`config.mk`:
```
export PLATFORM = sky130hd
export DESIGN_NAME = rdx_queue
export DESIGN_NICKNAME = d
export VERILOG_FILES = /design/src/rtl/rdx_pkg.sv /design/src/rtl/rdx_queue.sv
export VERILOG_INCLUDE_DIRS = /design/src /design/src/rtl
export SDC_FILE = /design/constraint.sdc
export NUM_CORES = 1
export LEC_CHECK = 0
export BUFFER_PORTS_ARGS = -buffer_cell sky130_fd_sc_hd__buf_2
export CAP_MARGIN = 20
export CORE_AREA = 2 2 218 220
export CTS_BUF_LIST = sky130_fd_sc_hd__clkbuf_4 sky130_fd_sc_hd__clkbuf_8
export CTS_CLUSTER_DIAMETER = 30
export DETAILED_ROUTE_END_ITERATION = 12
export DIE_AREA = 0 0 220 222
export PLACE_DENSITY = 0.68
export SLEW_MARGIN = 20
export SYNTH_ARGS = -nofsm -noshare
export SYNTH_HDL_FRONTEND = slang
export SYNTH_SLANG_ARGS = --single-unit
export TNS_END_PERCENT = 50
```
`constraint.sdc`:
```
create_clock -name clock -period 8.7 [get_ports clock]
set_input_delay 0.435 -clock clock [delete_from_list [all_inputs] [get_ports clock]]
set_output_delay 0.435 -clock clock [all_outputs]
set_load 0.02 [all_outputs]
```
`src/rtl/assert_macros.svh`:
```
// Assertion macros shared by the decode/execute unit RTL.
// No dependencies; files that check their own logic include this header.
`ifndef ASSERT_MACROS_SVH
`define ASSERT_MACROS_SVH

`ifndef SYNTHESIS
// Checked property with the reset held as a disable condition.
`define RDX_ASSERT(lbl, clk, rst, prop) \
   lbl: assert property (@(posedge clk) disable iff (rst) prop) \
      else $error("rdx assertion failed");
// Checked property that is also evaluated while reset is high.
`define RDX_ASSERT_NR(lbl, clk, prop) \
   lbl: assert property (@(posedge clk) prop) \
      else $error("rdx assertion failed");
`else
`define RDX_ASSERT(lbl, clk, rst, prop)
`define RDX_ASSERT_NR(lbl, clk, prop)
`endif

`endif

```
`src/rtl/rdx_pkg.sv`:
```
// Shared constants and types for the RV64IM decode/execute unit.
// No dependencies; rdx_front, rdx_queue, rdx_back and the top level import this package.
package rdx_pkg;

   localparam int XLEN            = 64;
   localparam int ILEN            = 32;
   localparam int RDX_QUEUE_DEPTH = 2;

   // Major opcodes.
   localparam logic [6:0] OPC_OP      = 7'h33;
   localparam logic [6:0] OPC_OP32    = 7'h3b;
   localparam logic [6:0] OPC_LOAD    = 7'h03;
   localparam logic [6:0] OPC_OPIMM   = 7'h13;
   localparam logic [6:0] OPC_OPIMM32 = 7'h1B;
   localparam logic [6:0] OPC_JALR    = 7'h67;
   localparam logic [6:0] OPC_SYSTEM  = 7'h73;
   localparam logic [6:0] OPC_STORE   = 7'h23;
   localparam logic [6:0] OPC_BRANCH  = 7'h63;
   localparam logic [6:0] OPC_AUIPC   = 7'h17;
   localparam logic [6:0] OPC_LUI     = 7'h37;
   localparam logic [6:0] OPC_JAL     = 7'h6f;

   localparam logic [31:0] ECALL_WORD = 32'h00000073;

   // funct7 / funct6 codes.
   localparam logic [6:0] F7_BASE   = 7'h00;
   localparam logic [6:0] F7_ALT    = 7'h20;
   localparam logic [6:0] F7_MULDIV = 7'h01;
   localparam logic [5:0] F6_SRL    = 6'h00;
   localparam logic [5:0] F6_SRA    = 6'h10;

   // funct3 codes.
   localparam logic [2:0] F3_ADD_SUB = 3'd0;
   localparam logic [2:0] F3_SLL     = 3'd1;
   localparam logic [2:0] F3_SLT     = 3'd2;
   localparam logic [2:0] F3_XOR     = 3'd4;
   localparam logic [2:0] F3_SRL_SRA = 3'd5;
   localparam logic [2:0] F3_OR      = 3'd6;
   localparam logic [2:0] F3_AND     = 3'd7;
   localparam logic [2:0] F3_MUL     = 3'd0;
   localparam logic [2:0] F3_MULH    = 3'd1;
   localparam logic [2:0] F3_DIV     = 3'd4;
   localparam logic [2:0] F3_REM     = 3'd6;
   localparam logic [2:0] F3_BEQ     = 3'd0;
   localparam logic [2:0] F3_BNE     = 3'd1;
   localparam logic [2:0] F3_BLT     = 3'd4;
   localparam logic [2:0] F3_BGE     = 3'd5;
   localparam logic [2:0] F3_JALR    = 3'd0;

   typedef enum logic [3:0] {
      OP_NONE,
      OP_ADD,
      OP_SUB,
      OP_SLL,
      OP_SLT,
      OP_XOR,
      OP_SRL,
      OP_SRA,
      OP_OR,
      OP_AND,
      OP_LINK,
      OP_MUL,
      OP_MULH,
      OP_DIV,
      OP_REM
   } alu_op_type;

   typedef enum logic [2:0] {
      BR_NONE,
      BR_JUMP,
      BR_EQ,
      BR_NE,
      BR_LT,
      BR_GE
   } br_type;

   typedef enum logic [1:0] {
      BS_IDLE,
      BS_MUL,
      BS_DIV,
      BS_DONE
   } bstate_type;

   // One classified request as it travels from the front to the back.
   typedef struct packed {
      logic             known;
      alu_op_type       op;
      br_type           br;
      logic             word;
      logic [4:0]       rd;
      logic             reg_write;
      logic             mem_read;
      logic             mem_write;
      logic [1:0]       size;
      logic             halt;
      logic [XLEN-1:0]  a;
      logic [XLEN-1:0]  b;
      logic [XLEN-1:0]  seq;
      logic [XLEN-1:0]  target;
   } decoded_type;

endpackage

```
`src/rtl/rdx_queue.sv`:
```
// Small FIFO that decouples the decode front from the execute back.
// Depends on rdx_pkg for the item type.
`include "assert_macros.svh"

module rdx_queue import rdx_pkg::*; #(
   parameter int DEPTH = RDX_QUEUE_DEPTH
) (
   input  logic        clock,
   input  logic        reset,
   input  logic        push,
   input  decoded_type push_item,
   output logic        full,
   input  logic        pop,
   output logic        pop_valid,
   output decoded_type pop_item
);

   localparam int PTR_W = (DEPTH > 1) ? $clog2(DEPTH) : 1;
   localparam int CNT_W = $clog2(DEPTH + 1);

   decoded_type      slots_ff [DEPTH];
   logic [PTR_W-1:0] wr_ptr_ff, wr_ptr_in;
   logic [PTR_W-1:0] rd_ptr_ff, rd_ptr_in;
   logic [CNT_W-1:0] count_ff, count_in;
   logic             do_push;
   logic             do_pop;

   function automatic logic [PTR_W-1:0] next_ptr(input logic [PTR_W-1:0] p);
      return (p == PTR_W'(DEPTH - 1)) ? '0 : p + PTR_W'(1);
   endfunction

   assign full      = (count_ff == CNT_W'(DEPTH));
   assign pop_valid = (count_ff != '0);
   assign pop_item  = slots_ff[rd_ptr_ff];
   assign do_push   = push && !full;
   assign do_pop    = pop && pop_valid;

   always_comb begin
      wr_ptr_in = do_push ? next_ptr(wr_ptr_ff) : wr_ptr_ff;
      rd_ptr_in = do_pop ? next_ptr(rd_ptr_ff) : rd_ptr_ff;
      count_in  = count_ff;
      if (do_push && !do_pop) count_in = count_ff + CNT_W'(1);
      else if (do_pop && !do_push) count_in = count_ff - CNT_W'(1);
   end

   always_ff @(posedge clock) begin
      if (reset) begin
         wr_ptr_ff <= '0;
         rd_ptr_ff <= '0;
         count_ff  <= '0;
      end else begin
         wr_ptr_ff <= wr_ptr_in;
         rd_ptr_ff <= rd_ptr_in;
         count_ff  <= count_in;
      end
   end

   always_ff @(posedge clock) begin
      if (do_push) slots_ff[wr_ptr_ff] <= push_item;
   end

   `RDX_ASSERT(a_count_bound, clock, reset, count_ff <= CNT_W'(DEPTH))
   `RDX_ASSERT(a_no_pop_empty, clock, reset, pop |-> (count_ff != '0))
   `RDX_ASSERT_NR(a_reset_empty, clock, reset |=> (count_ff == '0))

endmodule

```
## Word level (Yosys, flattened, before mapping)

Memory sizes are Yosys's and may differ from the RTL's. A register that Yosys moved wholly into a read port is not among the register bits.
Cells that the tools add are included.

- Word-level logic and storage cells: 26
- Output and inout port bits: 278
- RAM bits: 552
- Input port bits: 280
- Register bits: 4
- Memories: 1

- Mux-type cells: 8
- Add/subtract/negate cells: 4
- Equality and inequality tests: 1
- Reductions and logical operators: 9

Memories:

| memory | depth | bits a word | read ports | clocked after memory_dff | write ports | RTL line | source |
|---|---|---|---|---|---|---|---|
| slots_ff | 2 | 276 | 1 | 1 | 1 | rdx_queue.sv:21 | `decoded_type slots_ff [DEPTH];` |

Operators by type and width:

| operator | count |
|---|---|
| two-way mux 1 bit | 6 |
| logical AND 1 bit | 4 |
| two-way mux 2 bit | 2 |
| nonzero test 2 bit | 2 |
| zero test 1 bit | 3 |
| adder 1 bit, second input constant | 2 |
| adder 2 x 1 -> 2 bit, second input constant | 1 |
| equality test 2 bit, second input constant | 1 |
| subtractor 2 x 1 -> 2 bit, second input constant | 1 |

## Depth between registers and ports, before layout

Gate-level depths: netlist of the first run.

- Depth in word-level cells: 7
- Mapped depth: 6
- Gate-level depth less buffers: 6

## Worst setup path before layout of the first run

Ideal clock, no wire load.

- Path kind: flip-flop to flip-flop
- Start point: reg count_ff[0]
- End point: mem slots_ff[1][0] in the netlist's numbering, enable pin
- Path slack: 1066 ps
- Data required time: 8027 ps
- Path buffers: 0
- Period minus slack after synthesis: 7634 ps
- Data arrival time: 6961 ps
- Setup time: 673 ps
- Cell stages (with the launch flop): 4
- Cell sequence: dfxtp_1 > nor2b_1 > nor2_1 > and2_1

- Cells in the longest elaborated chain, start to end: 5

Ends and longest elaborated chain:

| what | RTL line | source |
|---|---|---|
| from (decl) | rdx_queue.sv:24 | `logic [CNT_W-1:0] count_ff, count_in;` |
| from (signal assigned) | rdx_queue.sv:54 | `count_ff <= count_in;` |
| equality test 2 bit | rdx_queue.sv:32 | `assign full = (count_ff == CNT_W'(DEPTH));` |
| named net full | rdx_queue.sv:12 | `output logic full,` |
| zero test 1 bit | rdx_queue.sv:35 | `assign do_push = push && !full;` |
| logical AND 1 bit | rdx_queue.sv:35 |  |
| two-way mux 1 bit | rdx_queue.sv:59 | `if (do_push) slots_ff[wr_ptr_ff] <= push_item;` |
| two-way mux 1 bit (implied by the code) | rdx_queue.sv:59 |  |
| to (decl) | rdx_queue.sv:21 |  |

The timed path passes the listed nets, and every way through them passes these cells.

==> impl_metrics.yaml, run 1 <==
status:
  status: "completed"
placed_design:
  dp.cells: 2024
  io_buffers: 557
  pre_cts_slack_ns: 5.81
  hpwl_um: 29800
  finalWeightedCongestion: 0.780
layout:
  multi_input_area_mm2: 0.00412
  nNetsFinal: 2083
  fin_cells: 2503
  layout-drive-gt1-share: 0.539
  nFillCells: 3128
  layout_common_cells: "557 x buf_2, 552 x edfxtp_1, 277 x dlygate4sd3_1"
  syn_to_final_growth_pct: 40.0
  final-seq-area_mm2: 0.0167
  layout_commonest_cell: "buf_2"
power_and_ir_drop:
  power.total_mw: 8.79
  p_sw_frac: 0.301
  pwr_density_cell_mw_per_mm2: 297
  p_leak_nw: 11.7
  power_frac_comb: 0.288
  seq_power_share: 0.397
  peakVddDrop_v: 0.000230
  p_int_mw: 6.15
  p_sw_mw: 2.64
  pwr-share-clk: 0.316
synthesis:
  synth_seq_cells: 557
  syn_inst: 884
  synth_area_mm2: 0.0211
  syn_nets: 1165
  yosys_warnings: 0
  synth.distinct_cells: 16
  seq_area_frac_synth: 0.789
  syn_avg_cell_area_um2: 23.9
timing:
  finalSetupViolCount: 0
  holdWs_ns: 0.209
  period_minus_slack_ns: 3.27
  tns_ns: 0
  slew_violations: 0
  slew-limit-headroom: 0.283
  max_freq_mhz: 306
  worstMarginPinSlew_ns: 1.07
  fin_skew_ns: 0.0271
  period_share: 0.376
  rsz0062_at_grt: "false"
  setup_ws_ns: 5.43
  finalHoldViolations: 0
floorplan:
  start_util: 0.457
  fp.dieH_um: 222
  core_area_mm2: 0.0463
  ios: 558
  die_w_um: 220
  die-area_mm2: 0.0488
  rows: 79
routing:
  drtIter0Drc: 640
  final_antenna_net_count: 0
  drtPass1Iterations: 6
  drc: 0
  vias: 11800
  wirelength_um: 49500
  routedWlPerCell_um: 19.8
  via_per_inst: 4.72
clocking:
  root_buffer: "clkbuf_8"
  clk_pin_slew_ns: 0.06
  clk_path_buf_depth: 3
  clk_latency_ns: 0.69
  cts_setup_buffers: 0
  cts_tree: "built"
  cts_buffers: 106
  htree_levels: 3
  clock-sinks: 557
setup_path:
  end_kind: "output pin"
  crit_type: "reg -> out"
  worstPathRequired_ns: 8.27
  worstPathArrival_ns: 2.83
  cp_max_fo: 130
  start_kind: "flop"
grt:
  grt_pass1_vias: 13100
  grt-ovfl-total: 0
  track_usage: 0.198
  grt_max_degree: 158
  grt_pass1_wl_um: 72700
  antenna_found_initial: 8
job:
  max_cap_viol_count: 0
hold_path:
  min_path_type: "in -> reg"
[worst paths after layout]
path                    start              end  slack [ns]  cells after the start
setup / recovery         flop     pop_item[12]        5.43                      3
hold / removal           push        wr_ptr_ff        0.21                      4
setup reg to reg  count_ff[0]  slots_ff[0][16]        5.88                      4
hold reg to reg     rd_ptr_ff             flop        0.52                      2
[layout make-up]
cell class / instances / area share
diodes: 6 / 0.000507
clock inverters: 72 / 0.0251
well taps: 607 / 0.0257
repair buffers: 841 / 0.191
clock buffers: 124 / 0.0543
flip-flops and latches: 557 / 0.564
inverters: 2 / 0.000507
multi-input cells: 294 / 0.139
[state kept, by name, indices dropped and copies added, names as in the netlist, named ones only]
| name | flops |
|---|---|
| rd_ptr_ff | 1 |
| slots_ff | 552 |
| count_ff | 2 |
| wr_ptr_ff | 1 |
[routing by layer]
layer | global-route usage | share of wire | up-vias
met4 | 0.108 | 0.039 | 4
met3 | 0.0704 | 0.083 | 124
met2 | 0.343 | 0.52 | 470
met1 | 0.208 | 0.36 | 5809
met5 | 0 | 0.00032 | -
li1 | - | - | 5413
[worst max-delay path, cell delays in order, from the launching register on]
cell     delay, ns
dfxtp_4       0.69
buf_12        0.63
mux2_2        0.41
buf_2         0.16
[power by group through the flow]
stage	Sequential (mW)	Clock [mW]	Combinational (mW)
2_1_floorplan	3.60	0	1.78
3_3_place_gp	3.52	0	2.42
3_5_place_dp	3.54	0	2.43
4_1_cts	3.49	2.84	2.54
5_1_grt	3.51	2.97	2.66
6_report	3.49	2.78	2.53
[cell usage after synthesis]
library cell  count  area, um2
mux2_2           36        405
edfxtp_1        552      16600
nor2b_1           1       6.26
or2_2             1       6.26
and2_1            1       6.26
buf_2             3       15.0
o21ai_0           3       15.0
inv_1             2       7.51
nor2_1            4       15.0
dfxtp_1           5        100
a21oi_1           2       10.0
buf_6            28        315
mux2_4          240       3600
xor2_1            3       26.3
ha_1              1       12.5
or3_1             2       12.5
[cell families after synthesis]
logic type / share of synthesized area
multiplexers: 0.190
AO/OA/AOI/OAI: 0.00118
AND/OR/NAND/NOR: 0.00219
flip-flops: 0.789
XOR/XNOR: 0.00124
buffers and inverters: 0.0160
adder cells (fa/ha/maj): 0.000592
[timing repair]
action                    in CTS  in global routing
gates resized for setup        0                  0
hold endpoints to repair     557                  0
hold buffers                 277                  0
[per-stage QoR]
step / instance area, um2 / utilization
finish: 29600 / 0.640
global route: 29600 / 0.640
CTS: 29600 / 0.639
detailed placement: 24500 / 0.529
global placement: 24500 / 0.529
floorplan: 21100 / -
Power figures use the tool's default switching activity.
==> run 2, diff against run 1 <==
==> constraint.sdc (replaced) <==
create_clock -name clock -period 3.3 [get_ports clock]
set_input_delay 0.165 -clock clock [delete_from_list [all_inputs] [get_ports clock]]
set_output_delay 0.165 -clock clock [all_outputs]
set_load 0.02 [all_outputs]
==> run 2 against run 1 <==
Net effect:
- final cell count up 1.2%
- hold slack better by 0.0096 ns
- clock power rose to 2.6 times the previous value
- clock skew down 0.013 ns
- highest routed layer is now met4
- critical path depth unchanged
- critical endpoint is now pop_item[255]
==> impl_metrics.yaml, run 2 (synthesized netlist as in run 1, its figures left out) <==
layout:
  largest_reg_flops: 552
  top_register: "slots_ff"
  layout-drive-gt1-share: 0.545
  stdcell_area_mm2: 0.0299
  layout_common_cells: "557 x buf_2, 552 x edfxtp_1, 280 x dlygate4sd3_1"
  layout_commonest_cell: "buf_2"
  fin_util: 0.646
  largest_registers: "slots_ff x552, count_ff x2"
  nFillCells: 3096
  syn_to_final_growth_pct: 41.5
  nNetsFinal: 2117
  fin_cells: 2534
clocking:
  cts_buffers: 108
  cts_tree: "built"
  clk_pin_slew_ns: 0.06
  clock-sinks: 557
  hold_buffers: 280
  htree_levels: 3
  clk_latency_ns: 0.67
  cts_setup_buffers: 0
  root_buffer: "clkbuf_8"
  post_cts_resized: 0
  clk_path_buf_depth: 3
floorplan:
  ios: 558
  core_area_mm2: 0.0463
  start_util: 0.457
  die_w_um: 220
  die-area_mm2: 0.0488
  rows: 79
  fp.dieH_um: 222
routing:
  drc: 0
  drtIter0Drc: 630
  routedWlPerCell_um: 20.3
  vias: 12100
  via_per_inst: 4.79
  wirelength_um: 51500
  drtPass1Iterations: 5
  final_antenna_net_count: 0
grt:
  grt_max_degree: 59
  grtUsageMet2: 0.366
  use_met1: 0.228
  gr-usage-met3: 0.0617
  grt_pass1_wl_um: 76000
  grt-ovfl-total: 0
  track_usage: 0.207
  grt.busiest_layer: "met2"
  grt_pass1_vias: 13300
  antenna_found_initial: 7
timing:
  period_minus_slack_ns: 2.67
  period_share: 0.808
  fin_skew_ns: 0.0141
  worstMarginPinSlew_ns: 0.788
  tns_ns: 0
  slew-limit-headroom: 0.473
  setup_ws_ns: 0.633
  slew_violations: 0
  finalHoldViolations: 0
  holdWs_ns: 0.218
  rsz0062_at_grt: "false"
  max_freq_mhz: 375
  finalSetupViolCount: 0
placed_design:
  placed_area_mm2: 0.0248
  hpwl_um: 32800
  dp.cells: 2053
  finalWeightedCongestion: 0.800
  pre_cts_slack_ns: 1.06
  io_buffers: 557
power_and_ir_drop:
  peakVddDrop_v: 0.000593
  p_int_mw: 16.2
  power_frac_comb: 0.296
  pwr-share-clk: 0.307
  p_sw_mw: 6.99
  p_leak_nw: 11.9
  p_sw_frac: 0.301
  pwr_density_cell_mw_per_mm2: 776
  seq_power_share: 0.397
  power.total_mw: 23.2
setup_path:
  worstPathArrival_ns: 2.50
  end_kind: "output pin"
  crit_type: "reg -> out"
  cp_max_fo: 38
  worstPathRequired_ns: 3.13
  start_kind: "flop"
hold_path:
  min_path_type: "in -> reg"
status:
  status: "completed"
job:
  max_cap_viol_count: 0
[run 2: changes by cell type in the layout (fill, tap and decap cells not counted), sizes merged, moves of 3 or more]
cell / before / now
buf: 564 / 593
inv: 5 / 1
bufinv: 14 / 11
clkinv: 45 / 42
clkbuf: 124 / 132
dlygate4sd3: 277 / 280
[run 2: layout make-up]
| cell class | instances | area (um2) | share of cell area |
|---|---|---|---|
| Clock inverter | 63 | 596 | 0.0199 |
| Multi-Input combinational cell | 294 | 4130 | 0.138 |
| Clock buffer | 132 | 1700 | 0.0568 |
| Tap cell | 607 | 759 | 0.0254 |
| Sequential cell | 557 | 16700 | 0.558 |
| Antenna cell | 6 | 15.0 | 0.000502 |
| Inverter | 2 | 11.3 | 0.000377 |
| Timing Repair Buffer | 873 | 6010 | 0.201 |
[run 2: critical path, stage by stage (launching register included)]
cell and delay [ns]:
dfxtp_4 0.86, buf_4 0.43, mux2_2 0.38, buf_2 0.16
[run 2: power by group through the flow]
stage	clock network [mW]	registers, mW	logic (mW)
2_1_floorplan	0	9.34	4.69
3_3_place_gp	0	9.30	6.56
3_5_place_dp	0	9.35	6.59
4_1_cts	7.24	9.22	6.90
5_1_grt	7.65	9.29	7.21
6_report	7.12	9.22	6.87
[run 2: final timing paths]
kind | from | end | slack [ns] | depth (start not counted)
max | flop | pop_item[255] | 0.63 | 3
min | push_item[127] | slots_ff[1][127] | 0.22 | 2
max reg2reg | count_ff[1] | slots_ff[0][136] | 1.13 | 4
min reg2reg | count_ff[1] | count_ff[1] | 0.50 | 2
[run 2: per-layer routing]
layer / up-vias / part of all wire
li1: 5475 / -
met3: 101 / 0.081
met5: - / 0
met4: 0 / 0.032
met2: 554 / 0.52
met1: 6010 / 0.36
