<file path="src/rtl/assert_macros.svh">
// Assertion macros shared by the decode/execute unit RTL.
// No dependencies; files that check their own logic include this header.
`ifndef ASSERT_MACROS_SVH
`define ASSERT_MACROS_SVH

`ifndef SYNTHESIS
// Checked property with the reset held as a disable condition.
`define RDX_ASSERT(lbl, clk, rst, prop) \
   lbl: assert property (@(posedge clk) disable iff (rst) prop) \
      else $error("rdx assertion failed");
// Checked property that is also evaluated while reset is high.
`define RDX_ASSERT_NR(lbl, clk, prop) \
   lbl: assert property (@(posedge clk) prop) \
      else $error("rdx assertion failed");
`else
`define RDX_ASSERT(lbl, clk, rst, prop)
`define RDX_ASSERT_NR(lbl, clk, prop)
`endif

`endif

</file>
<file path="src/rtl/rdx_pkg.sv">
// Shared constants and types for the RV64IM decode/execute unit.
// No dependencies; rdx_front, rdx_queue, rdx_back and the top level import this package.
package rdx_pkg;

   localparam int XLEN            = 64;
   localparam int ILEN            = 32;
   localparam int RDX_QUEUE_DEPTH = 2;

   // Major opcodes.
   localparam logic [6:0] OPC_OP      = 7'h33;
   localparam logic [6:0] OPC_OP32    = 7'h3b;
   localparam logic [6:0] OPC_LOAD    = 7'h03;
   localparam logic [6:0] OPC_OPIMM   = 7'h13;
   localparam logic [6:0] OPC_OPIMM32 = 7'h1B;
   localparam logic [6:0] OPC_JALR    = 7'h67;
   localparam logic [6:0] OPC_SYSTEM  = 7'h73;
   localparam logic [6:0] OPC_STORE   = 7'h23;
   localparam logic [6:0] OPC_BRANCH  = 7'h63;
   localparam logic [6:0] OPC_AUIPC   = 7'h17;
   localparam logic [6:0] OPC_LUI     = 7'h37;
   localparam logic [6:0] OPC_JAL     = 7'h6f;

   localparam logic [31:0] ECALL_WORD = 32'h00000073;

   // funct7 / funct6 codes.
   localparam logic [6:0] F7_BASE   = 7'h00;
   localparam logic [6:0] F7_ALT    = 7'h20;
   localparam logic [6:0] F7_MULDIV = 7'h01;
   localparam logic [5:0] F6_SRL    = 6'h00;
   localparam logic [5:0] F6_SRA    = 6'h10;

   // funct3 codes.
   localparam logic [2:0] F3_ADD_SUB = 3'd0;
   localparam logic [2:0] F3_SLL     = 3'd1;
   localparam logic [2:0] F3_SLT     = 3'd2;
   localparam logic [2:0] F3_XOR     = 3'd4;
   localparam logic [2:0] F3_SRL_SRA = 3'd5;
   localparam logic [2:0] F3_OR      = 3'd6;
   localparam logic [2:0] F3_AND     = 3'd7;
   localparam logic [2:0] F3_MUL     = 3'd0;
   localparam logic [2:0] F3_MULH    = 3'd1;
   localparam logic [2:0] F3_DIV     = 3'd4;
   localparam logic [2:0] F3_REM     = 3'd6;
   localparam logic [2:0] F3_BEQ     = 3'd0;
   localparam logic [2:0] F3_BNE     = 3'd1;
   localparam logic [2:0] F3_BLT     = 3'd4;
   localparam logic [2:0] F3_BGE     = 3'd5;
   localparam logic [2:0] F3_JALR    = 3'd0;

   typedef enum logic [3:0] {
      OP_NONE,
      OP_ADD,
      OP_SUB,
      OP_SLL,
      OP_SLT,
      OP_XOR,
      OP_SRL,
      OP_SRA,
      OP_OR,
      OP_AND,
      OP_LINK,
      OP_MUL,
      OP_MULH,
      OP_DIV,
      OP_REM
   } alu_op_type;

   typedef enum logic [2:0] {
      BR_NONE,
      BR_JUMP,
      BR_EQ,
      BR_NE,
      BR_LT,
      BR_GE
   } br_type;

   typedef enum logic [1:0] {
      BS_IDLE,
      BS_MUL,
      BS_DIV,
      BS_DONE
   } bstate_type;

   // One classified request as it travels from the front to the back.
   typedef struct packed {
      logic             known;
      alu_op_type       op;
      br_type           br;
      logic             word;
      logic [4:0]       rd;
      logic             reg_write;
      logic             mem_read;
      logic             mem_write;
      logic [1:0]       size;
      logic             halt;
      logic [XLEN-1:0]  a;
      logic [XLEN-1:0]  b;
      logic [XLEN-1:0]  seq;
      logic [XLEN-1:0]  target;
   } decoded_type;

endpackage

</file>
<file path="src/rtl/rdx_channels.sv">
// Handshake channel interfaces for requests and responses of the unit.
// Depends on nothing; used by the front, back and top level.
interface rdx_req_if;
   logic        valid;
   logic        ready;
   logic [31:0] instr;
   logic [63:0] pc;
   logic [63:0] rs1_value;
   logic [63:0] rs2_value;

   modport source (output valid, output instr, output pc, output rs1_value,
                   output rs2_value, input ready);
   modport sink (input valid, input instr, input pc, input rs1_value,
                 input rs2_value, output ready);
endinterface


</file>
<file path="src/rtl/rdx_front.sv">
// Front end: decodes each request and pushes the classified item to the queue.
// Depends on rdx_pkg and the request channel interface.
module rdx_front import rdx_pkg::*; (
   rdx_req_if.sink     req,
   input  logic        full,
   output logic        push,
   output decoded_type push_item
);

   logic [31:0]     instr;
   logic [6:0]      opcode;
   logic [2:0]      f3;
   logic [6:0]      f7;
   logic [5:0]      f6;
   logic [XLEN-1:0] imm_i;
   logic [XLEN-1:0] imm_s;
   logic [XLEN-1:0] imm_b;
   logic [XLEN-1:0] imm_u;
   logic [XLEN-1:0] imm_j;
   logic [XLEN-1:0] rs1_sext;
   logic [XLEN-1:0] rs1_zext;
   logic [XLEN-1:0] rs2_sext;
   logic [XLEN-1:0] tgt_base;
   logic [XLEN-1:0] tgt_imm;
   logic [XLEN-1:0] tgt_sum;
   logic            clear_lsb;
   logic            ok;
   alu_op_type      op;
   br_type          br;
   logic            word;
   logic            wr;
   logic            mr;
   logic            mw;
   logic            hl;
   logic [1:0]      size;
   logic [XLEN-1:0] a_sel;
   logic [XLEN-1:0] b_sel;

   assign req.ready = !full;
   assign push      = req.valid && !full;

   assign instr  = req.instr;
   assign opcode = instr[6:0];
   assign f3     = instr[14:12];
   assign f7     = instr[31:25];
   assign f6     = instr[31:26];

   assign imm_i = {{52{instr[31]}}, instr[31:20]};
   assign imm_s = {{52{instr[31]}}, instr[31:25], instr[11:7]};
   assign imm_b = {{51{instr[31]}}, instr[31], instr[7], instr[30:25], instr[11:8], 1'b0};
   assign imm_u = {{32{instr[31]}}, instr[31:12], 12'b0};
   assign imm_j = {{43{instr[31]}}, instr[31], instr[19:12], instr[20], instr[30:21], 1'b0};

   assign rs1_sext = {{32{req.rs1_value[31]}}, req.rs1_value[31:0]};
   assign rs1_zext = {32'b0, req.rs1_value[31:0]};
   assign rs2_sext = {{32{req.rs2_value[31]}}, req.rs2_value[31:0]};

   always_comb begin
      ok        = 1'b0;
      op        = OP_NONE;
      br        = BR_NONE;
      word      = 1'b0;
      wr        = 1'b0;
      mr        = 1'b0;
      mw        = 1'b0;
      hl        = 1'b0;
      size      = 2'b0;
      a_sel     = req.rs1_value;
      b_sel     = req.rs2_value;
      tgt_base  = req.pc;
      tgt_imm   = imm_b;
      clear_lsb = 1'b0;

      case (opcode)
         OPC_OP: begin
            ok = 1'b1;
            case (f7)
               F7_BASE: begin
                  case (f3)
                     F3_ADD_SUB: op = OP_ADD;
                     F3_SLL:     op = OP_SLL;
                     F3_SLT:     op = OP_SLT;
                     F3_XOR:     op = OP_XOR;
                     F3_SRL_SRA: op = OP_SRL;
                     F3_OR:      op = OP_OR;
                     F3_AND:     op = OP_AND;
                     default:    ok = 1'b0;
                  endcase
               end
               F7_ALT: begin
                  if (f3 == F3_ADD_SUB) op = OP_SUB;
                  else if (f3 == F3_SRL_SRA) op = OP_SRA;
                  else ok = 1'b0;
               end
               F7_MULDIV: begin
                  case (f3)
                     F3_MUL:  op = OP_MUL;
                     F3_MULH: op = OP_MULH;
                     F3_DIV:  op = OP_DIV;
                     F3_REM:  op = OP_REM;
                     default: ok = 1'b0;
                  endcase
               end
               default: ok = 1'b0;
            endcase
            wr = ok;
         end
         OPC_OP32: begin
            ok   = 1'b1;
            word = 1'b1;
            b_sel = rs2_sext;
            if (f7 == F7_BASE && f3 == F3_ADD_SUB) op = OP_ADD;
            else if (f7 == F7_ALT && f3 == F3_ADD_SUB) op = OP_SUB;
            else if (f7 == F7_MULDIV && f3 == F3_MUL) op = OP_MUL;
            else if (f7 == F7_BASE && f3 == F3_SLL) op = OP_SLL;
            else if (f7 == F7_BASE && f3 == F3_SRL_SRA) op = OP_SRL;
            else if (f7 == F7_ALT && f3 == F3_SRL_SRA) op = OP_SRA;
            else if (f7 == F7_MULDIV && f3 == F3_DIV) op = OP_DIV;
            else ok = 1'b0;
            // A logical word shift sees the low word zero-extended.
            a_sel = (op == OP_SRL) ? rs1_zext : rs1_sext;
            wr = ok;
         end
         OPC_LOAD: begin
            if (!f3[2]) begin
               ok    = 1'b1;
               wr    = 1'b1;
               mr    = 1'b1;
               size  = f3[1:0];
               op    = OP_ADD;
               b_sel = imm_i;
            end
         end
         OPC_OPIMM: begin
            ok    = 1'b1;
            b_sel = imm_i;
            case (f3)
               F3_ADD_SUB: op = OP_ADD;
               F3_SLT:     op = OP_SLT;
               F3_XOR:     op = OP_XOR;
               F3_OR:      op = OP_OR;
               F3_AND:     op = OP_AND;
               F3_SLL: begin
                  if (f6 == F6_SRL) op = OP_SLL;
                  else ok = 1'b0;
               end
               F3_SRL_SRA: begin
                  if (f6 == F6_SRL) op = OP_SRL;
                  else if (f6 == F6_SRA) op = OP_SRA;
                  else ok = 1'b0;
               end
               default: ok = 1'b0;
            endcase
            wr = ok;
         end
         OPC_OPIMM32: begin
            ok    = 1'b1;
            word  = 1'b1;
            b_sel = imm_i;
            if (f3 == F3_ADD_SUB) op = OP_ADD;
            else if (f3 == F3_SLL && f7 == F7_BASE) op = OP_SLL;
            else if (f3 == F3_SRL_SRA && f7 == F7_BASE) op = OP_SRL;
            else if (f3 == F3_SRL_SRA && f7 == F7_ALT) op = OP_SRA;
            else ok = 1'b0;
            a_sel = (op == OP_SRL) ? rs1_zext : rs1_sext;
            wr = ok;
         end
         OPC_JALR: begin
            if (f3 == F3_JALR) begin
               ok        = 1'b1;
               wr        = 1'b1;
               op        = OP_LINK;
               br        = BR_JUMP;
               tgt_base  = req.rs1_value;
               tgt_imm   = imm_i;
               clear_lsb = 1'b1;
            end
         end
         OPC_SYSTEM: begin
            if (instr == ECALL_WORD) begin
               ok = 1'b1;
               hl = 1'b1;
            end
         end
         OPC_STORE: begin
            if (!f3[2]) begin
               ok    = 1'b1;
               mw    = 1'b1;
               size  = f3[1:0];
               op    = OP_ADD;
               b_sel = imm_s;
            end
         end
         OPC_BRANCH: begin
            ok = 1'b1;
            case (f3)
               F3_BEQ:  br = BR_EQ;
               F3_BNE:  br = BR_NE;
               F3_BLT:  br = BR_LT;
               F3_BGE:  br = BR_GE;
               default: ok = 1'b0;
            endcase
         end
         OPC_AUIPC: begin
            ok    = 1'b1;
            wr    = 1'b1;
            op    = OP_ADD;
            a_sel = req.pc;
            b_sel = imm_u;
         end
         OPC_LUI: begin
            ok    = 1'b1;
            wr    = 1'b1;
            op    = OP_ADD;
            a_sel = '0;
            b_sel = imm_u;
         end
         OPC_JAL: begin
            ok      = 1'b1;
            wr      = 1'b1;
            op      = OP_LINK;
            br      = BR_JUMP;
            tgt_imm = imm_j;
         end
         default: ok = 1'b0;
      endcase
   end

   assign tgt_sum = tgt_base + tgt_imm;

   always_comb begin
      push_item        = '0;
      push_item.seq    = req.pc + XLEN'(4);
      push_item.target = {tgt_sum[XLEN-1:1], tgt_sum[0] & !clear_lsb};
      push_item.a      = a_sel;
      push_item.b      = b_sel;
      // An unsupported encoding leaves every control at zero.
      if (ok) begin
         push_item.known     = 1'b1;
         push_item.op        = op;
         push_item.br        = br;
         push_item.word      = word;
         push_item.rd        = wr ? instr[11:7] : 5'b0;
         push_item.reg_write = wr;
         push_item.mem_read  = mr;
         push_item.mem_write = mw;
         push_item.size      = size;
         push_item.halt      = hl;
      end
   end

endmodule

</file>
<file path="src/flat_wrapper.sv">
// flat-port wrapper written by rule: the top's interface ports become plain ports
module rdx_front_flat import rdx_pkg::*;
  (full, push, push_item, req_valid, req_instr, req_pc, req_rs1_value, req_rs2_value, req_ready);
  rdx_req_if req_i ();
  input  logic full;
  output logic push;
  output decoded_type push_item;
  input wire logic [$bits(req_i.valid)-1:0] req_valid;
  input wire logic [$bits(req_i.instr)-1:0] req_instr;
  input wire logic [$bits(req_i.pc)-1:0] req_pc;
  input wire logic [$bits(req_i.rs1_value)-1:0] req_rs1_value;
  input wire logic [$bits(req_i.rs2_value)-1:0] req_rs2_value;
  output wire logic [$bits(req_i.ready)-1:0] req_ready;
  assign req_i.valid = req_valid;
  assign req_i.instr = req_instr;
  assign req_i.pc = req_pc;
  assign req_i.rs1_value = req_rs1_value;
  assign req_i.rs2_value = req_rs2_value;
  assign req_ready = req_i.ready;
  rdx_front u_core (.req(req_i), .full(full), .push(push), .push_item(push_item));
endmodule
</file>
<file path="config.mk">
export PLATFORM = sky130hd
export DESIGN_NAME = rdx_front_flat
export DESIGN_NICKNAME = d
export VERILOG_FILES = /design/src/rtl/assert_macros.svh /design/src/rtl/rdx_pkg.sv /design/src/rtl/rdx_channels.sv /design/src/rtl/rdx_front.sv /design/src/flat_wrapper.sv
export SDC_FILE = /design/constraint.sdc
export NUM_CORES = 1
export LEC_CHECK = 0
export ABC_AREA = 1
export ABC_CLOCK_PERIOD_IN_PS = 5700
export BUFFER_PORTS_ARGS = -buffer_cell sky130_fd_sc_hd__buf_4
export CAP_MARGIN = 20
export CELL_PAD_IN_SITES_DETAIL_PLACEMENT = 1
export CELL_PAD_IN_SITES_GLOBAL_PLACEMENT = 1
export CORE_UTILIZATION = 31
export DETAILED_ROUTE_END_ITERATION = 8
export GPL_TIMING_DRIVEN = 0
export MAX_ROUTING_LAYER = met4
export PLACE_DENSITY = 0.95
export SYNTH_ARGS = -nofsm -noshare
export SYNTH_HDL_FRONTEND = slang
export SYNTH_SLANG_ARGS = --single-unit
</file>
<file path="constraint.sdc">
create_clock -name vclk -period 5.7
set_clock_uncertainty 0.05 [all_clocks]
set_input_delay 1.425 -clock vclk [all_inputs]
set_output_delay 1.425 -clock vclk [all_outputs]
set_load 0.01 [all_outputs]
</file>
**Word-level counts from Yosys, hierarchy flattened**

Cells that the tools add are included.
W data, S select, Z words.

- Flip-flop bits (word level): 0
- Input port bits: 226
- Output and inout port bits: 278
- Logic and storage cells: 122

- Add/subtract/negate cells: 2
- Eq/ne operators: 24
- Muxes and demuxes: 73
- Bitwise gates (word level): 1
- Reduce and logical (&&, ||, !) cells: 22

Operators with widths:

| kind | count |
|---|---|
| $mux W64 | 6 |
| $pmux W64 S5 | 1 |
| $pmux W64 S4 | 1 |
| $add A64 B3 Y64 const B | 1 |
| $add A64 B64 Y64 | 1 |
| $mux W4 | 15 |
| $pmux W4 S7 | 2 |
| $pmux W20 S2 | 1 |
| $eq A7 B6 Y1 const B | 5 |
| $eq A32 B7 Y1 const B | 1 |
| $pmux W4 S8 | 1 |
| $mux W1 | 29 |
| $eq A7 B7 Y1 const B | 4 |
| $eq A7 B5 Y1 const B | 3 |
| $mux W20 | 1 |
| $pmux W4 S4 | 1 |
| $eq A3 B3 Y1 const B | 4 |
| $mux W12 | 1 |
| $pmux W3 S4 | 1 |
| $pmux W4 S3 | 1 |
| $mux W3 | 3 |
| $pmux W1 S9 | 1 |
| $pmux W3 S3 | 1 |
| $eq A4 B3 Y1 const B | 2 |
| other kinds (20) | 35 |

**Logic depth before layout (Yosys ltp)**

Gate-level depths: netlist of run 1.

- Depth in word-level cells: 13
- Gate-level depth with buffers: 25

**Least setup slack after synthesis of run 1**

Ideal clock, no wire load.

- Path type: input-to-output
- Start point: input req_instr[13]
- End point: output push_item[32] (netlist name)
- Arrival: 4032 ps
- Data required time: 4225 ps
- Path slack: 193 ps
- Cell stages on the path: 19
- Path buffers: 2
- Cell sequence: inv_2 nand2_1 nor2_2 nand3_1 buf_2 clkbuf_1 o21ai_0 inv_1 ha_1 fa_1 nand3_1 nand3_1 nand2_1 nand2_1 nand2_1 nand3_1 nand2_1 nand2_1 xor2_1

RTL lines:

| element | RTL line | source |
|---|---|---|
| from (decl) | flat_wrapper.sv:9 | `input wire logic [$bits(req_i.instr)-1:0] req_instr;` |
| to (decl) | flat_wrapper.sv:7 | `output decoded_type push_item;` |

==> summary.md, run 1 <==
| Metric | Value |
|---|---|
| Status | `complete, but fails checks` |
| Violated checks | `setup timing` |
| Count leader, synth | `nand2_1` |
| Worst slew pin tran | `0.998 ns` |
| Post-route ant nets | `0` |
| Core footprint | `36500 um2` |
| Die Ht | `195 um` |
| HPWL after DPL | `67100 um` |
| Setup violators final | `39` |
| Synth-to-Final Area Change | `62.1%` |
| Worst path required time | `4.22 ns` |
| PortBufs | `503` |
| Sequential-to-total area share from yosys stat | `0%` |
| HP Class | `in -> out` |
| CP Capture Type | `output pin` |
| DR WL/cell | `27.1 um` |
| Final Max Tran Viols | `0` |
| I/O pin cnt | `504` |
| Final Util | `51.0%` |
| GP Congestion | `1.03` |
| Detailed Route Iter0 Violations | `2020` |
| Avg Vias per Cell | `5.96` |
| Area leader, netlist | `nand2_1` |
| First-pass GRT wire length | `122000 um` |
| Die Footprint | `37800 um2` |
| First-pass iteration count of the detailed router | `6` |
| Fin Hold WS | `3.05 ns` |
| Top-area cell type share of the netlist area | `30.1%` |
| Library cells used by synthesis | `38` |
| Initial Util | `31.5%` |
| Num rows | `70` |
| Cells after Synth | `2480` |
| Crit path kind | `in -> out` |
| Most frequent CP cell | `nand2_1` |
| Crit-path cells | `buf_8 -> inv_4 -> nand3_4 -> nor2_4 -> nand3_4 -> buf_8 -> clkbuf_8 -> o21ai_2 -> inv_1 -> ha_4 -> nand2_1 -> nand2_1 -> a21oi_1 -> o21ai_1 -> nand2_1 -> nand2_1 -> a21oi_2 -> nand2_1 -> nand2_1 -> nand2_1 -> buf_4` |
| Setup TNS | `-7.82 ns` |
| Maxcap violations | `0` |
| Slew margin rel. | `33.4%` |
| Tot GR Track Use | `43.2%` |
| Clkbuf count | `0` |
| Final non-filler cell total | `3501` |
| Register Area | `0 um2` |
| Nets | `3317` |
| Vias in the first global route | `19800` |
| Slowest CP cell | `a21oi_1` |
| Mapped Area | `11500 um2` |
| Synth Area per Inst | `4.63 um2` |
| DIE WIDTH | `195 um` |
| Synth top cells by count | `922 x nand2_1, 493 x inv_1, 284 x nor2_1, 161 x o21ai_0, 105 x nand3_1` |
| Worst path max stage delay | `0.80 ns` |
| Layout cells sized above 1 | `32.7%` |
| Vias | `20900` |
| Initial antenna violation count | `8` |
| Crit path time final | `6.49 ns` |
| CP arrival | `5.02 ns` |
| Seq_cells | `0` |
| Filler cells | `5267` |
| Multi-input gate area | `11500 um2` |
| Hold-fix buffers, CTS | `0` |
| Peak fanout along the critical path | `6` |
| Post-layout worst setup margin | `-0.792 ns` |
| Grt ovf | `0` |
| FMAX | `154 MHz` |
| DRC | `0` |
| Period Utilization, post-route | `114%` |
| Total Wirelength | `94700 um` |
| Placed insts | `3451` |
| Ys Warns | `0` |
| Final Hold Vio Count | `0` |
| Synth top area cells | `nand2_1 30%, inv_1 16%, nor2_1 9.3%, xor2_1 7.3%, o21ai_0 7.0%` |
| RSZ-0062 raised after global routing | `true` |
| Pin count of the biggest net entering global routing | `50` |
| Critical Path Source Type | `input port` |
| Post-Syn Nets | `2771` |
-- per-stage QoR --
step / setup slack, ns / cell area [um2]
final: -0.792 / 18600
after global routing: -0.700 / 18600
after CTS: -0.00455 / 17300
after detailed placement: -1.54 / 15800
after global placement: -1.47 / 15800
after floorplan: 0.193 / 11500
-- area by class of cell --
class / count / share of cell area, %
diodes: 9 / 0.121
plain buffers: 63 / 2.26
inverters: 501 / 10.2
multi-input cells: 1915 / 62.0
well taps: 468 / 3.15
repair buffers: 545 / 22.3
-- per-layer routing --
metal	global-route usage (%)	wire length, um
met2	72.2	42000
met4	15.5	7390
met5	-	0
met1	53.9	35900
met3	3.83	9440
-- critical path: cells and delay by family --
family	cells	cell delay (ns)
buf+inv	6	0.78
simple gates	10	1.05
fa+ha+maj	1	0.26
compound gates	4	1.47
-- repair_timing --
action	4_1_cts	5_1_grt
resized for setup	350	303
endpoints found under the setup margin	63	49
pin swaps	35	60
setup buffers	15	25
hold endpoints to repair	0	0
gates cloned	2	0
-- cell families (layout without fill, tap and decap cells) --
kind of cell / count (synthesis) / in the layout / share of synthesized area [%]
other cells: 0 / 9 / 0
simple gates: 1460 / 1460 / 52.2
compound gates: 294 / 294 / 14.6
buf+inv: 565 / 1109 / 18.8
xor+xnor: 96 / 96 / 7.32
fa+ha+maj: 65 / 65 / 7.15
-- cells in the final DEF, fill, tap and decap left out, types with 4 or more instances in the layout --
cell	count
nand2_1	810
buf_4	539
inv_1	459
nor2_1	221
nand2_2	91
o21ai_0	90
nand3_1	87
xor2_1	86
nor3_1	68
ha_4	56
nand4_1	42
nor2_2	38
inv_2	37
a21oi_1	35
o211ai_1	34
nor2_4	33
clkbuf_1	28
o21ai_2	27
o21ai_1	27
a21oi_2	24
nand2_4	21
o21ai_4	21
o2111ai_1	19
buf_2	17
nand3_2	11
nand3_4	10
diode_2	9
buf_6	9
xor2_2	9
nor4_1	7
nor3_4	6
o221ai_1	5
buf_8	4
clkbuf_8	4
nor3_2	4
ha_1	4
ha_2	4
-- final timing paths --
path / from / to / slack (ns) / cells after the start
max: req_instr[4] / push_item[56] / -0.79 / 21
min: full / req_ready / 3.05 / 3
==> inputs of run 2 (changes only) <==
- CELL_PAD_IN_SITES_DETAIL_PLACEMENT: 1 -> not set
- CELL_PAD_IN_SITES_GLOBAL_PLACEMENT: 1 -> not set
- CORE_AREA: not set -> 2 2 196 198
- CORE_UTILIZATION: 31 -> not set
- DIE_AREA: not set -> 0 0 198 200
- PLACE_DENSITY: 0.95 -> not set
==> summary.md, run 2 (synthesis results as in run 1) <==
| Metric | Value |
|---|---|
| Die Ht | `200 um (+2.8%)` |
| Crit path kind | `in -> out` |
| Status | `completed` |
| Initial Util | `30.7% (-0.74 points)` |
| FMAX | `177 MHz (+15%)` |
| Tot GR Track Use | `35.0% (-8.2 points)` |
| Initial antenna violation count | `2 (-6)` |
| Critical Path Source Type | `input port` |
| Seq_cells | `0 (unchanged)` |
| Worst slew pin tran | `0.702 ns (-0.296 ns)` |
| Setup TNS | `0 ns (+7.82 ns)` |
| I/O pin cnt | `504 (unchanged)` |
| Avg Vias per Cell | `5.13 (-14%)` |
| Nets | `3311 (-0.18%)` |
| Placed insts | `3494 (+1.2%)` |
| Fin Hold WS | `3.04 ns (-0.00684 ns)` |
| Most frequent cells in the layout | `801 x nand2_1, 536 x buf_4, 459 x inv_1` |
| Num rows | `71 (+1.4%)` |
| PwrDens | `93.3 nW/um2` |
| Final Max Tran Viols | `0 (unchanged)` |
| RSZ-0062 raised after global routing | `true` |
| HPWL after DPL | `61100 um (-9.0%)` |
| Worst path required time | `4.22 ns (about the same)` |
| Setup violators final | `0 (-100%)` |
| Core footprint | `37400 um2 (+2.4%)` |
| Total power | `1.73 mW` |
| Period Utilization, post-route | `99.2% (-15 points)` |
| Hold-fix buffers, CTS | `0 (unchanged)` |
| Peak supply drop | `0.0000323 V` |
| Die Footprint | `39600 um2 (+4.7%)` |
| CP Capture Type | `output pin` |
| HP Class | `in -> out` |
| First-pass iteration count of the detailed router | `5 (-1)` |
| Vias in the first global route | `16900 (-15%)` |
| Area after DPL | `15900 um2 (+0.34%)` |
| First-pass GRT wire length | `102000 um (-16%)` |
| DRC | `0 (unchanged)` |
| Post-route ant nets | `0 (unchanged)` |
| Final Hold Vio Count | `0 (unchanged)` |
| Leakage | `10.6 nW` |
| Vias | `18100 (-13%)` |
| Synth-to-Final Area Change | `61.0%` |
| Maxcap violations | `0 (unchanged)` |
| DR WL/cell | `20.2 um (-25%)` |
| Pin count of the biggest net entering global routing | `50 (unchanged)` |
| Final non-filler cell total | `3531 (+0.86%)` |
| Layout cells sized above 1 | `32.3% (-0.43 points)` |
| Register Area | `0 um2 (unchanged)` |
| Slew margin rel. | `52.7% (+19 points)` |
| CP arrival | `4.18 ns (-0.84 ns)` |
| Crit path time final | `5.65 ns (-0.838 ns)` |
| GP Congestion | `1.01 (-1.8%)` |
| Most common cell after layout, fill and taps aside | `nand2_1` |
| PortBufs | `503 (unchanged)` |
| Design Area, Final | `18500 um2 (-0.64%)` |
| Clkbuf count | `0 (unchanged)` |
| DIE WIDTH | `198 um (+1.8%)` |
| Total Wirelength | `71400 um (-25%)` |
| Grt ovf | `0 (unchanged)` |
| Detailed Route Iter0 Violations | `1627 (-19%)` |
| Peak fanout along the critical path | `6 (unchanged)` |
## run 2: cell types whose count changed in the layout (fill, tap and decap cells not counted), moves of 4 or more
cell / before / now
nand2_2: 91 / 95
nor2_2: 38 / 45
nor2_4: 33 / 23
nand2_1: 810 / 801
nand2_4: 21 / 28
o21ai_1: 27 / 33
buf_12: 1 / 5
o21ai_4: 21 / 17
diode_2: 9 / 2
## run 2: area by class of cell
| type | instances | area [um2] |
|---|---|---|
| timing repair buffer | 539 | 4130 |
| antenna | 2 | 5.00 |
| tap | 511 | 639 |
| inverter | 501 | 1900 |
| fill | 4005 | 18900 |
| multi-input combinational | 1915 | 11400 |
| buffer | 63 | 412 |
## run 2: worst paths after layout
kind                      from       endpoint  depth (start not counted)  slack [ns]
hold / removal            full      req_ready                          3        3.04
setup / recovery  req_instr[4]  push_item[36]                         20        0.05
## run 2: what timing repair did
action | 4_1_cts | 5_1_grt
resized for setup | 347 | 297
buffers inserted | 12 | 22
setup endpoints to repair | 63 | 51
pin swaps | 31 | 74
cloned | 1 | 1
## run 2: critical path, cell delays in order
cell	delay [ns]
buf_8	0.11
inv_6	0.06
nand3_4	0.07
nor2_4	0.16
nand3_4	0.15
buf_8	0.18
clkbuf_16	0.17
o21ai_2	0.14
inv_2	0.06
ha_4	0.18
fa_2	0.36
nand3_2	0.09
nand3_4	0.11
buf_6	0.14
nand4_1	0.08
nand3_2	0.15
nand2_2	0.11
nand2_2	0.06
xor2_2	0.19
buf_4	0.15
## run 2: per-stage QoR
stage                     util, %  setup WS (ns)
after global routing         49.5        -0.0584
final                        49.5         0.0466
after detailed placement     42.5          -1.43
after global placement       42.5          -1.40
after CTS                    46.3        -0.0110
after floorplan                 -          0.193
## run 2: report_power, final
group | internal (mW) | leakage (nW) | switching (mW)
registers | 0 | 0 | 0
logic | 0.716 | 10.6 | 1.01
clock network | 0.0000000470 | 0.0000127 | 0
total | 0.716 | 10.6 | 1.01
## run 2: layer usage
layer	global-route usage (%)	part of all wire (%)
met4	6.10	2.8
met5	-	0
met2	58.5	46
met3	2.37	6.3
met1	47.0	44
Note: power is estimated with default switching activity, not from simulation.
